<file path="config.mk">
export PLATFORM = sky130hd
export DESIGN_NAME = url_percent_encoder
export DESIGN_NICKNAME = d
export VERILOG_FILES = /design/src/rtl/core/upe_pkg.sv /design/src/rtl/core/url_percent_encoder.sv /design/src/rtl/core/upe_front.sv /design/src/rtl/core/upe_queue.sv /design/src/rtl/core/upe_back.sv
export SDC_FILE = /design/constraint.sdc
export NUM_CORES = 1
export LEC_CHECK = 0
export BUFFER_PORTS_ARGS = -buffer_cell sky130_fd_sc_hd__buf_2
export CAP_MARGIN = 40
export CORE_MARGIN = 2
export CORE_UTILIZATION = 45
export DETAILED_ROUTE_END_ITERATION = 8
export GPL_TIMING_DRIVEN = 0
export PLACE_DENSITY = 0.59
export SYNTH_ARGS = -nofsm -noshare
export SYNTH_HDL_FRONTEND = slang
export SYNTH_HIERARCHICAL = 1
export SYNTH_SLANG_ARGS = --single-unit
</file>
<file path="constraint.sdc">
create_clock -name clock -period 2.95 [get_ports clock]
set_input_delay 0.1475 -clock clock [delete_from_list [all_inputs] [get_ports clock]]
set_output_delay 0.1475 -clock clock [all_outputs]
set_load 0.01 [all_outputs]
</file>
<file path="src/rtl/core/upe_pkg.sv">
package upe_pkg;

   // Work queue between classifier and emitter
   localparam int unsigned QueueDepth = 4;
   localparam int unsigned QueueAddrW = $clog2(QueueDepth);
   localparam int unsigned QueueCntW  = $clog2(QueueDepth + 1);

   // Emitter step numbers: "%hh%hh" occupies steps 0..5
   localparam logic [2:0] StepPrefixPct = 3'd0;
   localparam logic [2:0] StepByteEsc   = 3'd3;
   localparam logic [2:0] StepLast      = 3'd5;

   localparam logic [7:0] CharPct   = 8'h25;
   localparam logic [7:0] LeadC2    = 8'hC2;
   localparam logic [7:0] Latin1Adj = 8'h40;

   // One classified input byte
   typedef struct packed {
      logic       pass;       // emit value as is, single char
      logic [2:0] first_step; // StepPrefixPct for two-escape bytes, StepByteEsc otherwise
      logic       lead_c3;    // UTF-8 lead byte is c3 rather than c2
      logic [7:0] value;      // byte to show (pass) or to escape last
   } desc_type;

   function automatic logic [7:0] hex_char(input logic [3:0] nib);
      logic [7:0] n8;
      n8 = {4'd0, nib};
      hex_char = (nib < 4'd10) ? (8'h30 + n8) : (8'h57 + n8);
   endfunction

endpackage

</file>
<file path="src/rtl/core/url_percent_encoder.sv">
// A byte's first character passes the queue, the emitter's entry register and the output
// register to rsp_*. Throughput: one character per cycle while the emitter has an entry;
// a byte gives 1 character (pass-through or zero), 3 (ASCII escape) or 6 (Latin-1).
// A 4-deep queue absorbs bursts; busy rises when it fills. The receiver cannot stall.
// Reset (synchronous, active high) empties the queue and idles the emitter.
module url_percent_encoder
   import upe_pkg::*;
(
   input  logic       clock,
   input  logic       reset,
   input  logic       start,
   output logic       busy,
   input  logic [7:0] req_in_byte,
   output logic       rsp_strobe,
   output logic [7:0] rsp_out_char,
   output logic       rsp_last_of_run
);

   // front -> queue
   logic     push;
   desc_type push_desc;
   // queue -> back
   logic     pop;
   desc_type pop_desc;
   logic     q_full;
   logic     q_empty;

   // Classifier: decides pass-through / 3-char / 6-char form for each beat
   upe_front u_front (
      .start       (start),
      .q_full      (q_full),
      .req_in_byte (req_in_byte),
      .busy        (busy),
      .push        (push),
      .push_desc   (push_desc)
   );

   // Decouples intake from the emitter
   upe_queue u_queue (
      .clock     (clock),
      .reset     (reset),
      .push      (push),
      .push_desc (push_desc),
      .pop       (pop),
      .pop_desc  (pop_desc),
      .full      (q_full),
      .empty     (q_empty)
   );

   // Emitter: steps through the characters, loading the next entry on the
   // cycle it sends the last character, so runs go out gap-free
   upe_back u_back (
      .clock           (clock),
      .reset           (reset),
      .q_empty         (q_empty),
      .q_desc          (pop_desc),
      .pop             (pop),
      .rsp_strobe      (rsp_strobe),
      .rsp_out_char    (rsp_out_char),
      .rsp_last_of_run (rsp_last_of_run)
   );

endmodule

</file>
<file path="src/rtl/core/upe_front.sv">
module upe_front
   import upe_pkg::*;
(
   input  logic       start,
   input  logic       q_full,
   input  logic [7:0] req_in_byte,
   output logic       busy,
   output logic       push,
   output desc_type   push_desc
);

   logic b_alpha;
   logic b_digit;
   logic b_mark;
   logic b_ascii;
   logic b_low_latin;

   always_comb begin
      b_alpha = ((req_in_byte >= 8'h41) && (req_in_byte <= 8'h5A)) ||
                ((req_in_byte >= 8'h61) && (req_in_byte <= 8'h7A));
      b_digit = (req_in_byte >= 8'h30) && (req_in_byte <= 8'h39);
      b_mark  = (req_in_byte == 8'h2D) || (req_in_byte == 8'h2E) ||
                (req_in_byte == 8'h5F) || (req_in_byte == 8'h21) ||
                (req_in_byte == 8'h28) || (req_in_byte == 8'h29) ||
                (req_in_byte == 8'h2A);
      b_ascii     = ~req_in_byte[7];
      b_low_latin = req_in_byte[7] & ~req_in_byte[6];

      push_desc.pass       = (req_in_byte == 8'h00) | b_alpha | b_digit | b_mark;
      push_desc.first_step = b_ascii ? StepByteEsc : StepPrefixPct;
      push_desc.lead_c3    = req_in_byte[7] & req_in_byte[6];
      // 0xC0-0xFF shows as continuation byte (byte - 0x40)
      push_desc.value      = (b_ascii | b_low_latin) ? req_in_byte
                                                     : (req_in_byte - Latin1Adj);
   end

   assign busy = q_full;
   assign push = start & ~q_full;

endmodule

</file>
<file path="src/rtl/core/upe_queue.sv">
module upe_queue
   import upe_pkg::*;
(
   input  logic     clock,
   input  logic     reset,
   input  logic     push,
   input  desc_type push_desc,
   input  logic     pop,
   output desc_type pop_desc,
   output logic     full,
   output logic     empty
);

   desc_type                mem [QueueDepth];
   logic [QueueAddrW-1:0]   wr_ptr_ff, wr_ptr_in;
   logic [QueueAddrW-1:0]   rd_ptr_ff, rd_ptr_in;
   logic [QueueCntW-1:0]    count_ff, count_in;

   assign full     = (count_ff == QueueCntW'(QueueDepth));
   assign empty    = (count_ff == '0);
   assign pop_desc = mem[rd_ptr_ff];

   always_comb begin
      wr_ptr_in = wr_ptr_ff + QueueAddrW'(push);
      rd_ptr_in = rd_ptr_ff + QueueAddrW'(pop);
      count_in  = count_ff + QueueCntW'(push) - QueueCntW'(pop);
   end

   always_ff @(posedge clock) begin
      if (push) begin
         mem[wr_ptr_ff] <= push_desc;
      end
   end

   always_ff @(posedge clock) begin
      if (reset) begin
         wr_ptr_ff <= '0;
         rd_ptr_ff <= '0;
         count_ff  <= '0;
      end else begin
         wr_ptr_ff <= wr_ptr_in;
         rd_ptr_ff <= rd_ptr_in;
         count_ff  <= count_in;
      end
   end

endmodule

</file>
<file path="src/rtl/core/upe_back.sv">
module upe_back
   import upe_pkg::*;
(
   input  logic       clock,
   input  logic       reset,
   input  logic       q_empty,
   input  desc_type   q_desc,
   output logic       pop,
   output logic       rsp_strobe,
   output logic [7:0] rsp_out_char,
   output logic       rsp_last_of_run
);

   logic       cur_valid_ff, cur_valid_in;
   desc_type   cur_ff, cur_in;
   logic [2:0] step_ff, step_in;
   logic       strobe_ff, strobe_in;
   logic [7:0] char_ff, char_in;
   logic       last_ff, last_in;
   logic       at_last;
   logic [7:0] esc_byte;

   assign at_last = cur_ff.pass | (step_ff == StepLast);
   assign pop     = ~q_empty & (~cur_valid_ff | at_last);

   always_comb begin
      // steps 0..2 escape the lead byte, 3..5 the value
      esc_byte = (step_ff < StepByteEsc) ? (LeadC2 | {7'd0, cur_ff.lead_c3}) : cur_ff.value;
      unique case (step_ff)
         3'd0, 3'd3: char_in = CharPct;
         3'd1, 3'd4: char_in = hex_char(esc_byte[7:4]);
         default:    char_in = hex_char(esc_byte[3:0]);
      endcase
      if (cur_ff.pass) begin
         char_in = cur_ff.value;
      end
      strobe_in = cur_valid_ff;
      last_in   = at_last;

      cur_valid_in = cur_valid_ff;
      cur_in       = cur_ff;
      step_in      = step_ff + 3'd1;
      if (pop) begin
         cur_valid_in = 1'b1;
         cur_in       = q_desc;
         step_in      = q_desc.first_step;
      end else if (cur_valid_ff & at_last) begin
         cur_valid_in = 1'b0;
      end
   end

   always_ff @(posedge clock) begin
      cur_ff  <= cur_in;
      step_ff <= step_in;
      char_ff <= char_in;
      last_ff <= last_in;
   end

   always_ff @(posedge clock) begin
      if (reset) begin
         cur_valid_ff <= 1'b0;
         strobe_ff    <= 1'b0;
      end else begin
         cur_valid_ff <= cur_valid_in;
         strobe_ff    <= strobe_in;
      end
   end

   assign rsp_strobe      = strobe_ff;
   assign rsp_out_char    = char_ff;
   assign rsp_last_of_run = last_ff;

endmodule

</file>
; ---- Word-level counts from Yosys, hierarchy flattened
; Memory sizes are Yosys's and may differ from the RTL's. A register that Yosys moved wholly into a read port is not among the register bits.
; Index checks and enable logic that the tools add are counted.
[totals]
ff_bits = 31
latch_bits = 0
ram_bits = 48
rom_bits = 0
in_bits = 11
out_inout_bits = 11
n_memories = 1
[op_classes]
addsub = 10
n_mul = 0
div_mod_pow = 0
n_lt_le_gt_ge = 9
eq_ne = 12
shift = 0
muxes = 13
n_bitwise = 16
reduce_logical = 16
[memory_table]
columns = name, depth, word_bits, rd, rd_clocked_by_memory_dff, wr, line
row1 = u_queue.mem, 4, 12, 1, 1, 1, upe_queue.sv:14  ; desc_type mem [QueueDepth];
[op_table]
columns = op, count
row1 = $eq A8 B6 Y1 const B, 6
row2 = $mux W8, 5
row3 = $add A7 B4 Y8 const A, 2
row4 = $ge A8 B7 Y1 const B, 2
row5 = $le A8 B7 Y1 const B, 2
row6 = $pmux W8 S2, 1
row7 = $add A6 B4 Y7 const A, 2
row8 = $eq A3 B3 Y1 const B, 3
row9 = $eq A8 B7 Y1 const B, 1
row10 = $ge A8 B6 Y1 const B, 1
row11 = $le A8 B6 Y1 const B, 1
row12 = $logic_not A8 Y1, 1
row13 = $lt A4 B4 Y1 const B, 2
row14 = $sub A8 B7 Y8 const B, 1
row15 = $logic_or A1 B1 Y1, 7
row16 = $logic_not A3 Y1, 2
row17 = $or A1 B1 Y1, 6
row18 = $and A1 B1 Y1, 5
row19 = $not A1 Y1, 5
row20 = $add A2 B1 Y2, 2
row21 = $mux W1, 4
row22 = $mux W2, 2
row23 = $reduce_or A2 Y1, 2
row24 = $add A3 B1 Y3, 1
row25 = other kinds (8), 10

; ---- Logic depth before layout (Yosys ltp)
; Gate-level depths: netlist (run 1).
[logic_depth]
ltp_word = 8
mapped_depth = 10
ltp_nobuf = 10

; ---- By module
; The synthesis (run 1) kept the hierarchy.
[modules_own_cells]
columns = module, instances, cells_each, area_each_um2
row1 = upe_queue, 1, 100, 2225.9
row2 = upe_back, 1, 115, 1147.4
row3 = upe_front, 1, 37, 241.5

; ---- Worst setup path after synthesis (run 1)
; OpenSTA, ideal clock, no wires.
[synth_path]
kind = reg2reg
from = reg u_back.step_ff[0]
to = reg u_queue.count_ff[2]
setup_ns = 0.110
arrival_time_ns = 2.456
required_time_ns = 2.840
slack_ns = 0.384
path_stages_with_launch = 10
path_buffers = 0
period_less_slack_ns = 2.566
path_cell_list = dfxtp_1 -> ha_1 -> a21oi_1 -> a21oi_2 -> ha_1 -> inv_1 -> ha_1 -> fa_1 -> xor3_1 -> nor2_1
[synth_via]
elab_chain_cells = 5
[synth_lines]
columns = item, line
row1 = from (decl), upe_back.sv:16  ; logic [2:0] step_ff, step_in;
row2 = from (signal assigned), upe_back.sv:54  ; step_ff <= step_in;
row3 = $eq A3 B3 Y1, upe_back.sv:23  ; assign at_last = cur_ff.pass | (step_ff == StepLast);
row4 = $or A1 B1 Y1, upe_back.sv:23
row5 = $or A1 B1 Y1, upe_back.sv:24  ; assign pop = ~q_empty & (~cur_valid_ff | at_last);
row6 = $and A1 B1 Y1, upe_back.sv:24
row7 = named net pop, url_percent_encoder.sv:23  ; logic pop;
row8 = $sub A3 B1 Y3, upe_queue.sv:26  ; count_in = count_ff + QueueCntW'(push) - QueueCntW'(pop);
row9 = to (signal assigned), upe_queue.sv:43  ; count_ff <= count_in;
row10 = to (decl), upe_queue.sv:17  ; logic [QueueCntW-1:0] count_ff, count_in;
; The timed path passes the listed nets, and every way through them passes these cells.
; A chain may end at the register's enable or synchronous reset.

; ---- Worst setup path in the final report (run 1)
[layout_path]
from = reg u_back.step_ff[1]
to = reg u_queue.count_ff[2]
; The elaborated chain is that of the path after synthesis.

==> results of run 1 <==
==> power groups by stage <==
| stage | combinational [W] | clock (W) | sequential, W |
|---|---|---|---|
| floorplan | 0.00107 | 0 | 0.00181 |
| global placement | 0.00142 | 0 | 0.00183 |
| detailed placement | 0.00145 | 0 | 0.00184 |
| CTS | 0.00147 | 0.000711 | 0.00182 |
| global route | 0.00167 | 0.000765 | 0.00186 |
| finish | 0.00146 | 0.000688 | 0.00182 |
==> sequential cells by signal (all words and copies together) (netlist names) <==
| register | cells |
|---|---|
| u_queue/mem | 52 |
| u_queue/wr_ptr_ff | 2 |
| u_queue/count_ff | 3 |
| u_back/step_ff | 3 |
| u_back/rsp_strobe | 1 |
| u_back/rsp_last_of_run | 1 |
| u_back/cur_ff | 10 |
| u_queue/rd_ptr_ff | 2 |
| u_back/rsp_out_char | 8 |
| u_back/cur_valid_ff | 1 |
==> logic make-up (layout without fill, tap and decap cells) <==
group / after synthesis / in the layout / synth area share, %
xor gates and xnor gates: 5 / 5 / 1.63
muxes: 16 / 16 / 9.42
buffers and inverters: 26 / 65 / 4.02
AOI/OAI and AO/OA: 45 / 45 / 7.82
DFF: 83 / 83 / 63.1
adders and majority gates: 11 / 11 / 4.02
other: 1 / 1 / 0.104
and+or+nand+nor: 65 / 65 / 9.87
==> worst max-delay path, delay by kind of cell (launching register included) <==
kind | cells | cell delay, ns
AOI/OAI and AO/OA | 2 | 0.44
xor gates and xnor gates | 1 | 0.38
adders and majority gates | 4 | 1.11
buffers and inverters | 2 | 0.14
DFF | 1 | 0.48
and+or+nand+nor | 1 | 0.04
==> stage by stage <==
| stage | hold WS [ns] | worst slack, ns |
|---|---|---|
| after global routing | 0.0753 | 0.0795 |
| after floorplan | 0.217 | 0.384 |
| after detailed placement | 0.457 | 0.0124 |
| final | 0.0913 | 0.262 |
| after global placement | 0.441 | -0.237 |
| after CTS | 0.0751 | 0.148 |
==> placed cells by master (no fill, tap or decap), drive strengths merged, types with 3 or more instances in the layout <==
cell type and count:
clkinv 4, mux4 13, edfxtp 62, a2111oi 3, nor2 11, and3b 3, buf 36, nand2 15
dfxtp 21, inv 11, clkbuf 12, nor2b 15, a21oi 16, nor3 5, o21ai 14, ha 10
and3 3
==> repair_timing <==
item | 4_1_cts | 5_1_grt
hold buffers | 0 | 0
setup endpoints to repair | 1 | 1
resized for setup | 1 | 1
gates cloned | 0 | 0
endpoints found under the hold margin | 0 | 0
==> final cells by class <==
type / count / area share [%]
Sequential cell: 83 / 56.5
Multi-Input combinational cell: 143 / 29.8
Clock buffer: 10 / 3.16
Tap cell: 102 / 3.16
Timing Repair Buffer: 23 / 3.06
Buffer: 15 / 2.57
Inverter: 11 / 1.02
Clock inverter: 6 / 0.805
==> worst max path at each step <==
| stage | slack, ns | cells after the start | end |
|---|---|---|---|
| 6_report | 0.26 | 10 | u_queue/count_ff[2]$_SDFF_PP0_ |
| 5_1_grt | 0.08 | 9 | u_queue/count_ff[2]$_SDFF_PP0_ |
| 4_1_cts | 0.15 | 10 | u_queue/count_ff[2]$_SDFF_PP0_ |
| 3_5_place_dp | 0.01 | 9 | u_queue/count_ff[2]$_SDFF_PP0_ |
| 3_3_place_gp | -0.24 | 4 | u_queue/mem[0][2]$_DFFE_PP_ |
| 2_1_floorplan | 0.38 | 9 | u_queue/count_ff[2]$_SDFF_PP0_ |
==> layer usage <==
metal	global-route usage, %	vias up	wire (µm)
met4	6.88	0	46
met5	0	-	0
met2	25.5	46	3010
li1	-	1009	-
met3	3.63	2	236
met1	21.3	1020	2920
==> qor.tcl, run 1 <==
set qor(run_status) {finished, final reports clean}
set qor(core_region_area_um2) 7770
set qor(worst_ep_required_time_ns) 3.19
set qor(finalSetupViolations) 0
set qor(final_design_area_no_fill_um2) 4040
set qor(number_of_placement_rows) 32
set qor(fraction_of_synthesized_cell_area_taken_by_the_top_area_cell_type_pct) 51.5
set qor(grt_antenna_before_repair) 0
set qor(finalWorstPathRequiredPeriod_ns) 2.69
set qor(netlist_top_cells_count) {sky130_fd_sc_hd__edfxtp_1, sky130_fd_sc_hd__dfxtp_1, sky130_fd_sc_hd__a21oi_1, sky130_fd_sc_hd__nand2_1, sky130_fd_sc_hd__nor2b_1}
set qor(worst_hold_path.endpoint) {u_queue/count_ff[2]$_SDFF_PP0_}
set qor(fillerInstances) 693
set qor(rr_worst_depth) 10
set qor(post_cts.repair.setup_buffers) 0
set qor(critical_path_capture_point_type) {register}
set qor(cts_tree) {done}
set qor(synth_sequential_area_ratio_pct) 63.1
set qor(clock-skew-final_ns) 0.00670
set qor(h-tree-depth) 3
set qor(min_delay_path_depth) 2
set qor(cts_buffers) 9
set qor(synth_area_um2) 3610
set qor(fmax_ghz) 0.372
set qor(timing.hold.worst.class) {in -> reg}
set qor(ctsRootBufferMaster) {sky130_fd_sc_hd__clkbuf_8}
set qor(syn2layout_area_growth_pct) 11.8
set qor(drv_cap) 0
set qor(place_hpwl_mm) 4.16
set qor(path_cells) {inv_1 > ha_1 > a21oi_2 > a21oi_4 > ha_1 > inv_1 > ha_1 > fa_1 > xor3_1 > nor2_1}
set qor(rsz0062_at_grt) {no}
set qor(finalWeightedCongestion) 0.850
set qor(timing.reg2reg.setup_slack_ns) 0.26
set qor(globalRouteTotalUtil_pct) 16.1
set qor(path_max_fanout) 17
set qor(hold_violations) 0
set qor(seq_area_um2) 2280
set qor(pwr-share-comb_pct) 36.8
set qor(reg2reg_to) {u_queue/count_ff[2]$_SDFF_PP0_}
set qor(grt_pass1_vias) 2110
set qor(syn-instance-count) 252
set qor(asyncSetResetFlopFracSynth_pct) 0
set qor(power.internal_w) 0.00259
set qor(io-pin-count) 22
set qor(clk_path_buf_depth) 2
set qor(syn-num-nets) 274
set qor(antenna_left) 0
set qor(post_synthesis_cell_type_count) 53
set qor(power.sequential.fraction_pct) 45.8
set qor(clock_latency_ns) 0.34
set qor(final_cell_count_no_fill) 393
set qor(final_util_pct) 52.0
set qor(first_pass_iteration_count_of_the_detailed_router) 6
set qor(buffer_ports.inserted) 21
set qor(synth-warning-count) 6
set qor(classification_of_the_worst_setup_path) {reg -> reg}
set qor(area_of_the_die_um2) 8770
set qor(setup-tns-final_ns) 0
set qor(p_switching_w) 0.00137
set qor(synth.avg_cell_area_um2) 14.3
set qor(antenna_cells) 0
set qor(synth-edff-count) 62
set qor(power_leakage_nw) 1.49
set qor(synth.area.top_cells) {sky130_fd_sc_hd__edfxtp_1, sky130_fd_sc_hd__dfxtp_1, sky130_fd_sc_hd__mux4_2}
set qor(post_drt_wl_per_cell_um) 15.8
set qor(largest_net_degree_at_the_start_of_global_routing) 18
set qor(worst_ir_drop_vdd_uv) 291
set qor(dpl.cell_count) 377
set qor(detailed_place.area_um2) 3870
set qor(max-slew-margin-rel_pct) 49.4
set qor(design_power_total_w) 0.00397
set qor(yosys_reg_bits) 83
set qor(worstSetupStartpointType) {register}
set qor(max_stage_delay_ns) 0.48
set qor(tritoncts_num_sinks) 83
set qor(detail_route.iter0.violations) 85
set qor(cpMostUsedCell) {sky130_fd_sc_hd__ha_1}
set qor(clkPwrFrac_pct) 17.3
set qor(number_of_vias_per_cell_after_detailed_routing) 5.28
set qor(setup.worst_path.start) {u_back/step_ff[1]$_DFF_P_}
set qor(pwr_density_cell_nw_per_um2) 982
set qor(overflow) 0
set qor(timing.final.crit_share_pct) 91.1
set qor(die_h_um) 93.6
set qor(drc) 0
set qor(critical-path-slowest-cell) {sky130_fd_sc_hd__dfxtp_1}
set qor(path_clk_slew_ns) 0.08
set qor(grt_pass1_wl_mm) 10.5
set qor(switching_share_pct) 34.6
set qor(tightest_slew_ns) 0.759
set qor(initial_core_util_pct) 46.5
set qor(routed_wirelength_mm) 6.20
set qor(layout-drive-gt1-share_pct) 23.0
set qor(yosys.cell_count.top_type) {sky130_fd_sc_hd__edfxtp_1}
set qor(finalNetCount) 308
set qor(via_count) 2077
set qor(netlist.top_cell.by_area) {sky130_fd_sc_hd__edfxtp_1}
set qor(worstHoldStart) {reset}
set qor(final_max_slew_viol_count) 0
set qor(multi_input_area_um2) 1200
set qor(cp_data_arrival_time_ns) 2.93
set qor(most_used_flip_flop_cell_after_synthesis) {sky130_fd_sc_hd__edfxtp_1}
set qor(regToRegStartpoint) {u_back/step_ff[1]$_DFF_P_}
set qor(die_width_um) 93.6
(Power assumes the default switching activity.)
==> run 2: changes to the inputs <==
- BUFFER_PORTS_ARGS: -buffer_cell sky130_fd_sc_hd__buf_2 -> unset
- DONT_BUFFER_PORTS: unset -> 1
- PLACE_DENSITY: 0.59 -> 0.57
==> qor.tcl, run 2 (synthesized netlist as in run 1, its figures left out) <==
set qor(run_status) {finished, final reports clean}
set qor(clk_path_buf_depth) 2 ;# unchanged
set qor(core_region_area_um2) 7770 ;# unchanged
set qor(final_cell_count_no_fill) 379 ;# -3.6%
set qor(die_width_um) 93.6 ;# unchanged
set qor(finalWeightedCongestion) 0.879 ;# +3.4%
set qor(first_pass_iteration_count_of_the_detailed_router) 4 ;# -2
set qor(timing.final.crit_share_pct) 91.0 ;# -0.15 points
set qor(clock-skew-final_ns) 0.0138 ;# +0.00710 ns
set qor(classification_of_the_worst_setup_path) {reg -> reg}
set qor(hold_violations) 0 ;# unchanged
set qor(place_hpwl_mm) 4.05 ;# -2.5%
set qor(layout.cells.most_common_list) {sky130_fd_sc_hd__edfxtp_1, sky130_fd_sc_hd__dfxtp_1, sky130_fd_sc_hd__nand2_1, sky130_fd_sc_hd__nor2b_1, sky130_fd_sc_hd__a21oi_1}
set qor(clkPwrFrac_pct) 20.4 ;# +3.1 points
set qor(worstSetupStartpointType) {register}
set qor(rsz0062_at_grt) {no}
set qor(tightest_slew_ns) 0.755 ;# -0.00449 ns
set qor(critical-path-slowest-cell) {sky130_fd_sc_hd__dfxtp_1}
set qor(layout_commonest_cell) {sky130_fd_sc_hd__edfxtp_1}
set qor(syn2layout_area_growth_pct) 12.2
set qor(finalWorstPathRequiredPeriod_ns) 2.68 ;# -0.00450 ns
set qor(regToRegStartpoint) {u_back/step_ff[0]$_DFF_P_}
set qor(critical_path_capture_point_type) {register}
set qor(worst_ep_required_time_ns) 3.18 ;# about the same
set qor(final_design_area_no_fill_um2) 4060 ;# +0.34%
set qor(post_drt_wl_per_cell_um) 15.5 ;# -1.8%
set qor(number_of_placement_rows) 32 ;# unchanged
set qor(p_switching_w) 0.00137 ;# unchanged
set qor(tritoncts_num_sinks) 83 ;# unchanged
set qor(path_clk_slew_ns) 0.09 ;# about the same
set qor(buffer_ports.inserted) 0 ;# -100%
set qor(path_max_fanout) 17 ;# unchanged
set qor(initial_core_util_pct) 46.5 ;# unchanged
set qor(layout-drive-gt1-share_pct) 17.7 ;# -5.3 points
set qor(registers.top_by_ff_count) {u_queue/mem}
set qor(pwr-share-comb_pct) 33.5 ;# -3.3 points
set qor(antenna_cells) 0 ;# unchanged
set qor(dpl.cell_count) 356 ;# -5.6%
set qor(io-pin-count) 22 ;# unchanged
set qor(rr_worst_depth) 9 ;# -1
set qor(ctsRootBufferMaster) {sky130_fd_sc_hd__clkbuf_8}
set qor(pwr_density_cell_nw_per_um2) 994 ;# +1.2%
set qor(max_stage_delay_ns) 0.52 ;# +0.04 ns
set qor(largest_register_ffs) 52 ;# unchanged
set qor(cts_buffers) 9 ;# unchanged
set qor(die_h_um) 93.6 ;# unchanged
set qor(power_leakage_nw) 1.45 ;# -2.7%
set qor(grt_pass1_vias) 1975 ;# -6.4%
set qor(post_cts.repair.setup_buffers) 0 ;# unchanged
set qor(drc) 0 ;# unchanged
set qor(detailed_place.area_um2) 3770 ;# -2.6%
set qor(h-tree-depth) 3 ;# unchanged
set qor(reg2reg_to) {u_queue/count_ff[2]$_SDFF_PP0_}
set qor(grt_antenna_before_repair) 0 ;# unchanged
set qor(power.sequential.fraction_pct) 46.1 ;# +0.3 points
set qor(drv_cap) 0 ;# unchanged
set qor(antenna_left) 0 ;# unchanged
set qor(min_delay_path_depth) 1 ;# -1
set qor(grt_pass1_wl_mm) 9.92 ;# -5.3%
set qor(path_cells) {ha_1 > a21oi_2 > a21oi_4 > ha_1 > inv_1 > ha_1 > fa_1 > xor3_1 > nor2_1}
set qor(cts_tree) {done}
set qor(switching_share_pct) 34.1 ;# -0.53 points
set qor(routed_wirelength_mm) 5.88 ;# -5.3%
set qor(detail_route.iter0.violations) 85 ;# unchanged
set qor(cpMostUsedCell) {sky130_fd_sc_hd__ha_1}
set qor(timing.reg2reg.setup_slack_ns) 0.27 ;# about the same
set qor(timing.hold.worst.class) {in -> reg}
set qor(area_of_the_die_um2) 8770 ;# unchanged
set qor(worst_hold_path.endpoint) {u_queue/mem[3][6]$_DFFE_PP_}
set qor(globalRouteTotalUtil_pct) 15.3 ;# -0.76 points
set qor(fmax_ghz) 0.373 ;# +0.17%
set qor(finalSetupViolations) 0 ;# unchanged
set qor(final_max_slew_viol_count) 0 ;# unchanged
set qor(via_count) 1948 ;# -6.2%
set qor(worst_ir_drop_vdd_uv) 273 ;# -6.2%
set qor(power.internal_w) 0.00266 ;# +2.4%
set qor(max-slew-margin-rel_pct) 49.7 ;# +0.30 points
set qor(largest_net_degree_at_the_start_of_global_routing) 18 ;# unchanged
set qor(worstHoldStart) {req_in_byte[7]}
set qor(finalNetCount) 294 ;# -4.5%
set qor(cp_data_arrival_time_ns) 2.92 ;# about the same
set qor(overflow) 0 ;# unchanged
set qor(number_of_vias_per_cell_after_detailed_routing) 5.14 ;# -2.7%
set qor(clock_latency_ns) 0.35 ;# about the same
## run 2: changes by cell type in the layout (fill, tap and decap cells not counted)
cell                            previous run  this run
sky130_fd_sc_hd__buf_2                    23         2
sky130_fd_sc_hd__buf_4                    11        10
sky130_fd_sc_hd__buf_6                     2         3
sky130_fd_sc_hd__bufinv_16                 0         1
sky130_fd_sc_hd__clkbuf_1                  3         2
sky130_fd_sc_hd__clkinv_1                  2         0
sky130_fd_sc_hd__clkinv_2                  2         0
sky130_fd_sc_hd__clkinvlp_4                2         3
sky130_fd_sc_hd__dlygate4sd3_1             0         7
sky130_fd_sc_hd__inv_6                     0         2
sky130_fd_sc_hd__inv_8                     0         1
## run 2: per-layer routing
layer / vias up / global-route usage, % / wire length, µm
li1: 982 / - / -
met1: 928 / 19.7 / 2690
met2: 32 / 24.9 / 2930
met3: 6 / 2.98 / 171
met4: 0 / 7.25 / 88
met5: - / 0 / 0
## run 2: power groups by stage
stage	registers, W	logic (W)	clock network (W)
after detailed placement	0.00188	0.00133	0
after global placement	0.00188	0.00130	0
final	0.00186	0.00135	0.000823
after global routing	0.00190	0.00154	0.000909
after floorplan	0.00181	0.00107	0
after CTS	0.00186	0.00135	0.000856
## run 2: critical path: cells and delay by family (launching register included)
kind / cells / cell delay [ns]
compound gates: 2 / 0.57
xor+xnor: 1 / 0.37
fa+ha+maj: 4 / 1.05
buf+inv: 1 / 0.04
flops: 1 / 0.52
simple gates: 1 / 0.04
## run 2: what timing repair did
| item | in CTS | in global routing |
|---|---|---|
| resized for setup | 0 | 2 |
| endpoints found under the hold margin | 33 | 0 |
| hold buffers | 7 | 0 |
| endpoints found under the setup margin | 0 | 2 |
## run 2: cell type report
cell class,count,area [µm²]
buffer,15,104
clock buffer,9,124
clock inverter,7,81.3
fill,684,3710
inverter,11,41.3
multi-input combinational,143,1200
sequential,83,2280
tap,102,128
timing repair buffer,9,92.6
## run 2: per-stage QoR
step	worst slack, ns	hold slack, ns	utilization, %	setup TNS, ns	power, W
5_1_grt	0.0503	0.0229	52.2	0	0.00434
4_1_cts	0.000593	0.0103	52.1	0	0.00406
3_3_place_gp	-0.224	0.219	48.2	-2.90	0.00318
3_5_place_dp	0.0301	0.222	48.5	0	0.00321
2_1_floorplan	0.384	0.217	-	0	0.00288
6_report	0.266	0.0329	52.2	0	0.00403
## run 2: how the worst max path moves through the flow
stage | startpoint | slack [ns] | cells after the start | endpoint
after floorplan | u_back/step_ff[0]$_DFF_P_ | 0.38 | 9 | u_queue/count_ff[2]$_SDFF_PP0_
after global placement | u_queue/count_ff[1]$_SDFF_PP0_ | -0.22 | 4 | u_queue/mem[0][3]$_DFFE_PP_
after detailed placement | u_back/step_ff[0]$_DFF_P_ | 0.03 | 9 | u_queue/count_ff[2]$_SDFF_PP0_
after CTS | u_back/step_ff[0]$_DFF_P_ | 0.0006 | 9 | u_queue/count_ff[2]$_SDFF_PP0_
after global routing | u_back/step_ff[0]$_DFF_P_ | 0.05 | 9 | u_queue/count_ff[2]$_SDFF_PP0_
final | u_back/step_ff[0]$_DFF_P_ | 0.27 | 9 | u_queue/count_ff[2]$_SDFF_PP0_
